--- src/hdl/stable_priority_queue_defines.svh ---
// Assertion macros shared by the priority queue RTL.
`ifndef STABLE_PRIORITY_QUEUE_DEFINES_SVH
`define STABLE_PRIORITY_QUEUE_DEFINES_SVH

// Same-cycle implication, disabled during reset.
`define SPQ_ASSERT_NOW(label, clk, rst_n, ante, cons) \
  label: assert property (@(posedge clk) disable iff (!rst_n) (ante) |-> (cons)) \
    else $error("priority queue check failed");

// Next-cycle implication, disabled during reset.
`define SPQ_ASSERT_NEXT(label, clk, rst_n, ante, cons) \
  label: assert property (@(posedge clk) disable iff (!rst_n) (ante) |=> (cons)) \
    else $error("priority queue check failed");

`endif

--- src/hdl/spq_pkg.sv ---
// Shared constants and types for the priority queue.
package spq_pkg;

  localparam int DEFAULT_DEPTH          = 16;
  localparam int DEFAULT_DATA_WIDTH     = 32;
  localparam int DEFAULT_PRIORITY_WIDTH = 16;

  localparam int STATUS_WIDTH = 2;

  localparam logic [STATUS_WIDTH-1:0] STATUS_OK    = 2'd0;
  localparam logic [STATUS_WIDTH-1:0] STATUS_EMPTY = 2'd1;
  localparam logic [STATUS_WIDTH-1:0] STATUS_FULL  = 2'd2;

  localparam logic OP_INSERT = 1'b0;
  localparam logic OP_REMOVE = 1'b1;

  // Command broadcast to every cell of the row.
  typedef struct packed {
    logic push;
    logic pop;
  } ctrl_t;

endpackage

--- src/hdl/spq_cell.sv ---
// One slot of the sorted register row: holds an entry and shifts with its neighbours.
module spq_cell #(
  parameter int DATA_WIDTH     = spq_pkg::DEFAULT_DATA_WIDTH,
  parameter int PRIORITY_WIDTH = spq_pkg::DEFAULT_PRIORITY_WIDTH
) (
  input  logic                      clk_i,
  input  spq_pkg::ctrl_t            ctrl_i,
  input  logic                      valid_i,
  input  logic [DATA_WIDTH-1:0]     new_data_i,
  input  logic [PRIORITY_WIDTH-1:0] new_prio_i,
  input  logic                      left_keep_i,
  input  logic [DATA_WIDTH-1:0]     left_data_i,
  input  logic [PRIORITY_WIDTH-1:0] left_prio_i,
  input  logic [DATA_WIDTH-1:0]     right_data_i,
  input  logic [PRIORITY_WIDTH-1:0] right_prio_i,
  output logic                      keep_o,
  output logic [DATA_WIDTH-1:0]     data_o,
  output logic [PRIORITY_WIDTH-1:0] prio_o
);
  import spq_pkg::*;

  logic [DATA_WIDTH-1:0]     data_q, data_d;
  logic [PRIORITY_WIDTH-1:0] prio_q, prio_d;

  // An entry of equal or higher priority stays ahead of a new one.
  assign keep_o = valid_i && (prio_q >= new_prio_i);

  always_comb begin
    data_d = data_q;
    prio_d = prio_q;
    if (ctrl_i.push) begin
      if (!keep_o) begin
        if (left_keep_i) begin
          data_d = new_data_i;
          prio_d = new_prio_i;
        end else begin
          data_d = left_data_i;
          prio_d = left_prio_i;
        end
      end
    end else if (ctrl_i.pop) begin
      data_d = right_data_i;
      prio_d = right_prio_i;
    end
  end

  always_ff @(posedge clk_i) begin
    data_q <= data_d;
    prio_q <= prio_d;
  end

  assign data_o = data_q;
  assign prio_o = prio_q;

endmodule

--- src/hdl/spq_out_stage.sv ---
// Two-entry registered result stage with a skid slot.
module spq_out_stage #(
  parameter int WIDTH = 8
) (
  input  logic             clk_i,
  input  logic             rst_ni,
  input  logic             in_valid_i,
  output logic             in_ready_o,
  input  logic [WIDTH-1:0] in_data_i,
  output logic             out_valid_o,
  input  logic             out_ready_i,
  output logic [WIDTH-1:0] out_data_o
);
  logic             out_valid_q;
  logic             skid_valid_q;
  logic [WIDTH-1:0] out_q;
  logic [WIDTH-1:0] skid_q;
  logic             in_fire;
  logic             out_free;

  assign in_ready_o = !skid_valid_q;
  assign in_fire    = in_valid_i && !skid_valid_q;
  assign out_free   = !out_valid_q || out_ready_i;

  always_ff @(posedge clk_i or negedge rst_ni) begin
    if (!rst_ni) begin
      out_valid_q  <= 1'b0;
      skid_valid_q <= 1'b0;
    end else if (out_free) begin
      out_valid_q  <= skid_valid_q || in_fire;
      skid_valid_q <= 1'b0;
    end else if (in_fire) begin
      skid_valid_q <= 1'b1;
    end
  end

  // A waiting result in the skid slot always leaves before a newer one.
  always_ff @(posedge clk_i) begin
    if (out_free) begin
      out_q <= skid_valid_q ? skid_q : in_data_i;
    end else if (in_fire) begin
      skid_q <= in_data_i;
    end
  end

  assign out_valid_o = out_valid_q;
  assign out_data_o  = out_q;

endmodule

--- src/hdl/stable_priority_queue.sv ---
// Top level of the bounded, arrival-stable priority queue.
`include "stable_priority_queue_defines.svh"

// Bounded priority queue built as a row of DEPTH cells kept in descending
// priority order. Each accepted transaction is either an insert (tuser 0) or a
// remove of the front entry (tuser 1) and yields exactly one result transaction
// carrying a status, the removed word and the entry count after the item.
// Entries of equal priority leave in the order they arrived. A remove from an
// empty queue reports the empty status and an insert to a full queue is
// discarded with the full status; the stored entries are then unchanged. Every
// cell compares the new priority and shifts in the same cycle, so one item is
// taken per clock while the input is not stalled, and its result is registered.
// A two-entry output stage lets the next item be taken while one result waits;
// the input stalls only while both are held. No clearing pass is needed after reset.
module stable_priority_queue #(
  parameter int DEPTH          = spq_pkg::DEFAULT_DEPTH,
  parameter int DATA_WIDTH     = spq_pkg::DEFAULT_DATA_WIDTH,
  parameter int PRIORITY_WIDTH = spq_pkg::DEFAULT_PRIORITY_WIDTH,
  localparam int CountWidth    = $clog2(DEPTH + 1),
  localparam int InDataWidth   = ((DATA_WIDTH + PRIORITY_WIDTH + 7) / 8) * 8,
  localparam int OutDataWidth  = ((DATA_WIDTH + CountWidth + 7) / 8) * 8
) (
  input  logic                    clk_i,
  input  logic                    rst_ni,
  input  logic                    s_axis_tvalid_i,
  output logic                    s_axis_tready_o,
  // item_data, item_priority, zero padding
  input  logic [InDataWidth-1:0]  s_axis_tdata_i,
  // opcode
  input  logic                    s_axis_tuser_i,
  output logic                    m_axis_tvalid_o,
  input  logic                    m_axis_tready_i,
  // removed_data, entry_count, zero padding
  output logic [OutDataWidth-1:0] m_axis_tdata_o,
  // status
  output logic [spq_pkg::STATUS_WIDTH-1:0] m_axis_tuser_o
);
  import spq_pkg::*;

  localparam int ResWidth = STATUS_WIDTH + DATA_WIDTH + CountWidth;

  logic                      in_fire;
  logic [DATA_WIDTH-1:0]     new_data;
  logic [PRIORITY_WIDTH-1:0] new_prio;
  logic                      is_full;
  logic                      no_entries;
  ctrl_t                     ctrl;
  logic [CountWidth-1:0]     count_q, count_d;
  logic [STATUS_WIDTH-1:0]   res_status;
  logic [DATA_WIDTH-1:0]     res_removed;
  logic [ResWidth-1:0]       res;
  logic [ResWidth-1:0]       out_res;

  logic [DATA_WIDTH-1:0]     cell_data [DEPTH];
  logic [PRIORITY_WIDTH-1:0] cell_prio [DEPTH];
  logic                      cell_keep [DEPTH];

  assign in_fire    = s_axis_tvalid_i && s_axis_tready_o;
  assign new_data   = s_axis_tdata_i[DATA_WIDTH-1:0];
  assign new_prio   = s_axis_tdata_i[DATA_WIDTH +: PRIORITY_WIDTH];
  assign is_full    = (count_q == CountWidth'(DEPTH));
  assign no_entries = (count_q == '0);

  assign ctrl.push = in_fire && (s_axis_tuser_i == OP_INSERT) && !is_full;
  assign ctrl.pop  = in_fire && (s_axis_tuser_i == OP_REMOVE) && !no_entries;

  always_comb begin
    count_d     = count_q;
    res_status  = STATUS_OK;
    res_removed = '0;
    if (s_axis_tuser_i == OP_INSERT) begin
      if (is_full) begin
        res_status = STATUS_FULL;
      end else begin
        count_d = count_q + CountWidth'(1);
      end
    end else begin
      if (no_entries) begin
        res_status = STATUS_EMPTY;
      end else begin
        count_d     = count_q - CountWidth'(1);
        res_removed = cell_data[0];
      end
    end
  end

  always_ff @(posedge clk_i or negedge rst_ni) begin
    if (!rst_ni) begin
      count_q <= '0;
    end else if (in_fire) begin
      count_q <= count_d;
    end
  end

  // Slots below the count hold entries; the rest are free.
  for (genvar i = 0; i < DEPTH; i++) begin : g_cell
    logic                      left_keep;
    logic [DATA_WIDTH-1:0]     left_data;
    logic [PRIORITY_WIDTH-1:0] left_prio;
    logic [DATA_WIDTH-1:0]     right_data;
    logic [PRIORITY_WIDTH-1:0] right_prio;

    if (i == 0) begin : g_front
      assign left_keep = 1'b1;
      assign left_data = new_data;
      assign left_prio = new_prio;
    end else begin : g_inner_left
      assign left_keep = cell_keep[i-1];
      assign left_data = cell_data[i-1];
      assign left_prio = cell_prio[i-1];
    end

    if (i == DEPTH - 1) begin : g_back
      assign right_data = cell_data[i];
      assign right_prio = cell_prio[i];
    end else begin : g_inner_right
      assign right_data = cell_data[i+1];
      assign right_prio = cell_prio[i+1];
    end

    spq_cell #(
      .DATA_WIDTH     (DATA_WIDTH),
      .PRIORITY_WIDTH (PRIORITY_WIDTH)
    ) u_cell (
      .clk_i        (clk_i),
      .ctrl_i       (ctrl),
      .valid_i      (count_q > CountWidth'(i)),
      .new_data_i   (new_data),
      .new_prio_i   (new_prio),
      .left_keep_i  (left_keep),
      .left_data_i  (left_data),
      .left_prio_i  (left_prio),
      .right_data_i (right_data),
      .right_prio_i (right_prio),
      .keep_o       (cell_keep[i]),
      .data_o       (cell_data[i]),
      .prio_o       (cell_prio[i])
    );
  end

  assign res = {count_d, res_removed, res_status};

  spq_out_stage #(
    .WIDTH (ResWidth)
  ) u_out_stage (
    .clk_i       (clk_i),
    .rst_ni      (rst_ni),
    .in_valid_i  (s_axis_tvalid_i),
    .in_ready_o  (s_axis_tready_o),
    .in_data_i   (res),
    .out_valid_o (m_axis_tvalid_o),
    .out_ready_i (m_axis_tready_i),
    .out_data_o  (out_res)
  );

  assign m_axis_tuser_o = out_res[STATUS_WIDTH-1:0];
  assign m_axis_tdata_o = OutDataWidth'(out_res[ResWidth-1:STATUS_WIDTH]);

  `SPQ_ASSERT_NOW(a_count_bounded, clk_i, rst_ni, 1'b1, count_q <= CountWidth'(DEPTH))
  `SPQ_ASSERT_NEXT(a_push_grows, clk_i, rst_ni, ctrl.push, count_q == $past(count_q) + CountWidth'(1))
  `SPQ_ASSERT_NEXT(a_pop_shrinks, clk_i, rst_ni, ctrl.pop, count_q == $past(count_q) - CountWidth'(1))
  `SPQ_ASSERT_NOW(a_front_sorted, clk_i, rst_ni, count_q >= CountWidth'(2), cell_prio[0] >= cell_prio[1])

endmodule

--- config.mk ---
export PLATFORM = sky130hd
export DESIGN_NAME = stable_priority_queue
export DESIGN_NICKNAME = d
export VERILOG_FILES = /design/src/hdl/spq_pkg.sv /design/src/hdl/spq_cell.sv /design/src/hdl/spq_out_stage.sv /design/src/hdl/stable_priority_queue.sv
export VERILOG_INCLUDE_DIRS = /design/src /design/src/hdl
export SDC_FILE = /design/constraint.sdc
export NUM_CORES = 2
export LEC_CHECK = 0
export BUFFER_PORTS_ARGS = -buffer_cell sky130_fd_sc_hd__buf_4
export CORE_AREA = 3 3 217 432
export DETAILED_ROUTE_END_ITERATION = 10
export DIE_AREA = 0 0 220 435
export PLACE_DENSITY = 0.76
export SYNTH_ARGS = -nofsm -noshare
export SYNTH_HDL_FRONTEND = slang
export SYNTH_HIERARCHICAL = 1
export SYNTH_SLANG_ARGS = --single-unit
--- constraint.sdc ---
create_clock -name clk_i -period 7 [get_ports clk_i]
set_input_delay 0.35 -clock clk_i [delete_from_list [all_inputs] [get_ports clk_i]]
set_output_delay 0.35 -clock clk_i [all_outputs]
set_load 0.005 [all_outputs]
==> results.rst <==
.. list-table::
   :header-rows: 1

   * - Metric
     - Value
   * - Switching share of power
     - 0.329
   * - Maximum frequency from static timing analysis
     - 221 MHz
   * - Chip Width
     - 220 um
   * - Number of DRC markers after the initial detailed-route iteration
     - 2477
   * - Synthesis warning total
     - 6
   * - Number of cells produced by synthesis
     - 4559
   * - Minimum clock period after layout
     - 4.53 ns
   * - Cell Pwr Density
     - 311 mW/mm^2
   * - Fraction of power consumed by combinational cells
     - 0.311
   * - Clock tree root driver cell
     - sky130_fd_sc_hd__clkbuf_16
   * - Number of antenna violations at the first check in global routing
     - 0
   * - Number of max-cap violations
     - 0
   * - Result of the run
     - finished clean
   * - Wire length reported by the detailed router
     - 108 mm
   * - Clock tree from TritonCTS
     - done
   * - Slew at the pin closest to its max-slew limit
     - 1.16 ns
   * - Clock sink count
     - 853
   * - DRT Pass-1 Iters
     - 6
   * - Gp weighted congestion
     - 0.834
   * - Pwr Total
     - 0.0167 W
   * - Final #Nets
     - 4783
   * - Required time of the critical path
     - 7.36 ns
   * - Unrepaired setup endpoints after global routing
     - no
   * - Worst path arrival time
     - 4.89 ns
   * - Final design utilization
     - 0.591
   * - Num ports
     - 97
   * - Classification of the worst-slack hold path
     - primary input to async pin
   * - Detailed placer's ending HPWL
     - 76.3 mm
   * - IO buf count
     - 93
   * - Slew Limit Headroom
     - 0.227
   * - Via count normalized by instance count
     - 5.78
   * - Hold violation total from the final report
     - 0
   * - Avg Cell Area, Syn
     - 10.9 sq um
   * - Worst-case vdd ir drop
     - 247 uV
   * - Placement row count
     - 156
   * - Antenna-violating nets left
     - 0
   * - Placed cell area
     - 0.0512 sq mm
   * - Clock buffer count from CTS
     - 74
   * - Total vias in the final route
     - 32970
   * - Fin Hold WS
     - 0.0498 ns
   * - Die H
     - 435 um
   * - Count of buffers added by post-CTS timing repair for setup
     - 0
   * - Wire length of the first global-routing pass
     - 175 mm
   * - Final design area excluding fillers
     - 0.0535 sq mm
   * - Post-CTS clock slew at the launch and capture registers of the worst setup and hold paths
     - 0.08 ns
   * - Kind of end point of the critical path
     - register
   * - Initial standard-cell utilization of the core
     - 0.551
   * - Average detailed-routed wire length per instance
     - 19.0 um
   * - Aggregate global routing overflow
     - 0
   * - Int Power
     - 0.0112 W
   * - Share of cells above drive strength 1
     - 0.0763
   * - Clock network power share
     - 0.247
   * - Total setup violations reported at the end of the flow
     - 0
   * - Area of the mapped netlist
     - 0.0499 sq mm
   * - Total Negative Setup Slacks
     - 0 ns
   * - Critical-path maximum fanout
     - 296
   * - DRC Markers
     - 0
   * - Number of buffers on the longest clock path
     - 3
   * - Worst Skew
     - 0.0301 ns
   * - Ant. Diodes
     - 0
   * - Critical path type
     - register to register
   * - Number of fill cells
     - 7388
   * - Power dissipated by switching net loads
     - 0.00549 W
   * - Number of global-route vias before repair
     - 32741
   * - Placeable core region
     - 0.0906 sq mm
   * - Pin count of the biggest net entering global routing
     - 297
   * - Standby leakage power
     - 21.1 nW
   * - Source-to-sink clock delay at the later pin of the worst-skew pair
     - 0.66 ns
   * - Slew Limit Fails
     - 0
   * - Critical path launch point type
     - register
   * - Reg power frac
     - 0.442
   * - Level count of the clock H-tree
     - 3
   * - Total Die Area
     - 0.0957 sq mm
   * - Overall fraction of global-route tracks in use
     - 0.225
   * - Fin crit share
     - 0.646
   * - Area added between synthesis and finish
     - 7.29%
-- cells in the final DEF (no fill, tap or decap), types with 8 or more instances in the layout --
cell,instances
sky130_fd_sc_hd__a31oi_4,16
sky130_fd_sc_hd__nor2b_1,12
sky130_fd_sc_hd__buf_4,118
sky130_fd_sc_hd__a311oi_1,11
sky130_fd_sc_hd__nand3b_1,11
sky130_fd_sc_hd__and2_4,15
sky130_fd_sc_hd__nand2b_4,16
sky130_fd_sc_hd__nand2_1,32
sky130_fd_sc_hd__clkbuf_16,74
sky130_fd_sc_hd__mux2_4,37
sky130_fd_sc_hd__clkbuf_1,8
sky130_fd_sc_hd__clkinv_2,15
sky130_fd_sc_hd__nand3_1,30
sky130_fd_sc_hd__a21oi_1,847
sky130_fd_sc_hd__ha_1,262
sky130_fd_sc_hd__nand4_1,55
sky130_fd_sc_hd__nor2_1,838
sky130_fd_sc_hd__and3_1,33
sky130_fd_sc_hd__inv_1,273
sky130_fd_sc_hd__o21ai_0,51
sky130_fd_sc_hd__o21a_1,10
sky130_fd_sc_hd__edfxtp_1,846
sky130_fd_sc_hd__a2111oi_4,16
sky130_fd_sc_hd__mux2i_1,768
sky130_fd_sc_hd__clkinv_1,12
-- sequential cells by signal, indices dropped and copies added, names as in the netlist --
register                  flops
g_cell.u_cell/data_o        512
g_cell.u_cell/prio_o        256
u_out_stage/out_data_o       39
u_out_stage/skid_q           39
count_q                       5
u_out_stage/out_valid_o       1
u_out_stage/skid_valid_q      1
-- area by class of cell --
type / count / area (sq um) / area share
clock buffers: 82 / 1880 / 0.0352
repair buffers: 125 / 1010 / 0.0188
well taps: 1185 / 1480 / 0.0277
clock inverters: 45 / 467 / 0.00872
flip-flops and latches: 853 / 25600 / 0.478
multi-input cells: 3139 / 22100 / 0.412
inverters: 275 / 1030 / 0.0193
-- path summary, 6_finish.rpt --
kind                                         from                           end  slack, ns  depth (start not counted)
min                                        rst_ni                    count_q[0]       0.05                          2
max                                    count_q[1]  g_cell[11].u_cell/data_o[27]       2.47                          8
max reg2reg                            count_q[1]  g_cell[11].u_cell/data_o[27]       2.47                          8
max in group asynchronous                  rst_ni      u_out_stage/skid_valid_q       6.80                          2
min reg2reg                u_out_stage/skid_q[19]    u_out_stage/out_data_o[19]       0.55                          1
min in group clk_i             s_axis_tdata_i[23]   g_cell[0].u_cell/data_o[23]       0.26                          3
-- worst max-delay path: stages, from the launching register on --
cell                       delay [ns]
sky130_fd_sc_hd__dfrtp_1         0.55
sky130_fd_sc_hd__inv_1           0.18
sky130_fd_sc_hd__ha_1            0.29
sky130_fd_sc_hd__nor4bb_4        0.20
sky130_fd_sc_hd__or2_1           0.35
sky130_fd_sc_hd__nor2_4          0.72
sky130_fd_sc_hd__buf_12          0.62
sky130_fd_sc_hd__buf_12          0.81
sky130_fd_sc_hd__a21oi_1         0.17
-- per-layer routing --
| metal | global-route usage | vias to the layer above | wire [um] |
|---|---|---|---|
| li1 | - | 16436 | - |
| met1 | 0.283 | 15559 | 44700 |
| met2 | 0.397 | 810 | 55700 |
| met3 | 0.0274 | 165 | 4740 |
| met4 | 0.0767 | 0 | 3220 |
| met5 | 0 | - | 0 |
-- power by group through the flow --
stage	Sequential [W]	Combinational (W)	Clock [W]
after detailed placement	0.00745	0.00520	0
final	0.00737	0.00518	0.00412
after floorplan	0.00732	0.00409	0
after global placement	0.00742	0.00502	0
after CTS	0.00736	0.00519	0.00421
after global routing	0.00747	0.00569	0.00440
-- what timing repair did --
action,4_1_cts,5_1_grt
hold endpoints to repair,9,0
hold buffers,2,0
gates resized for setup,0,0
endpoints found under the setup margin,0,0
-- stage by stage --
step | setup slack, ns | instances
floorplan | 1.61 | 4561
global placement | 2.68 | 5575
detailed placement | 2.58 | 5575
CTS | 2.56 | 5704
global route | 2.16 | 5704
finish | 2.47 | 5704
(Power assumes the default switching activity.)
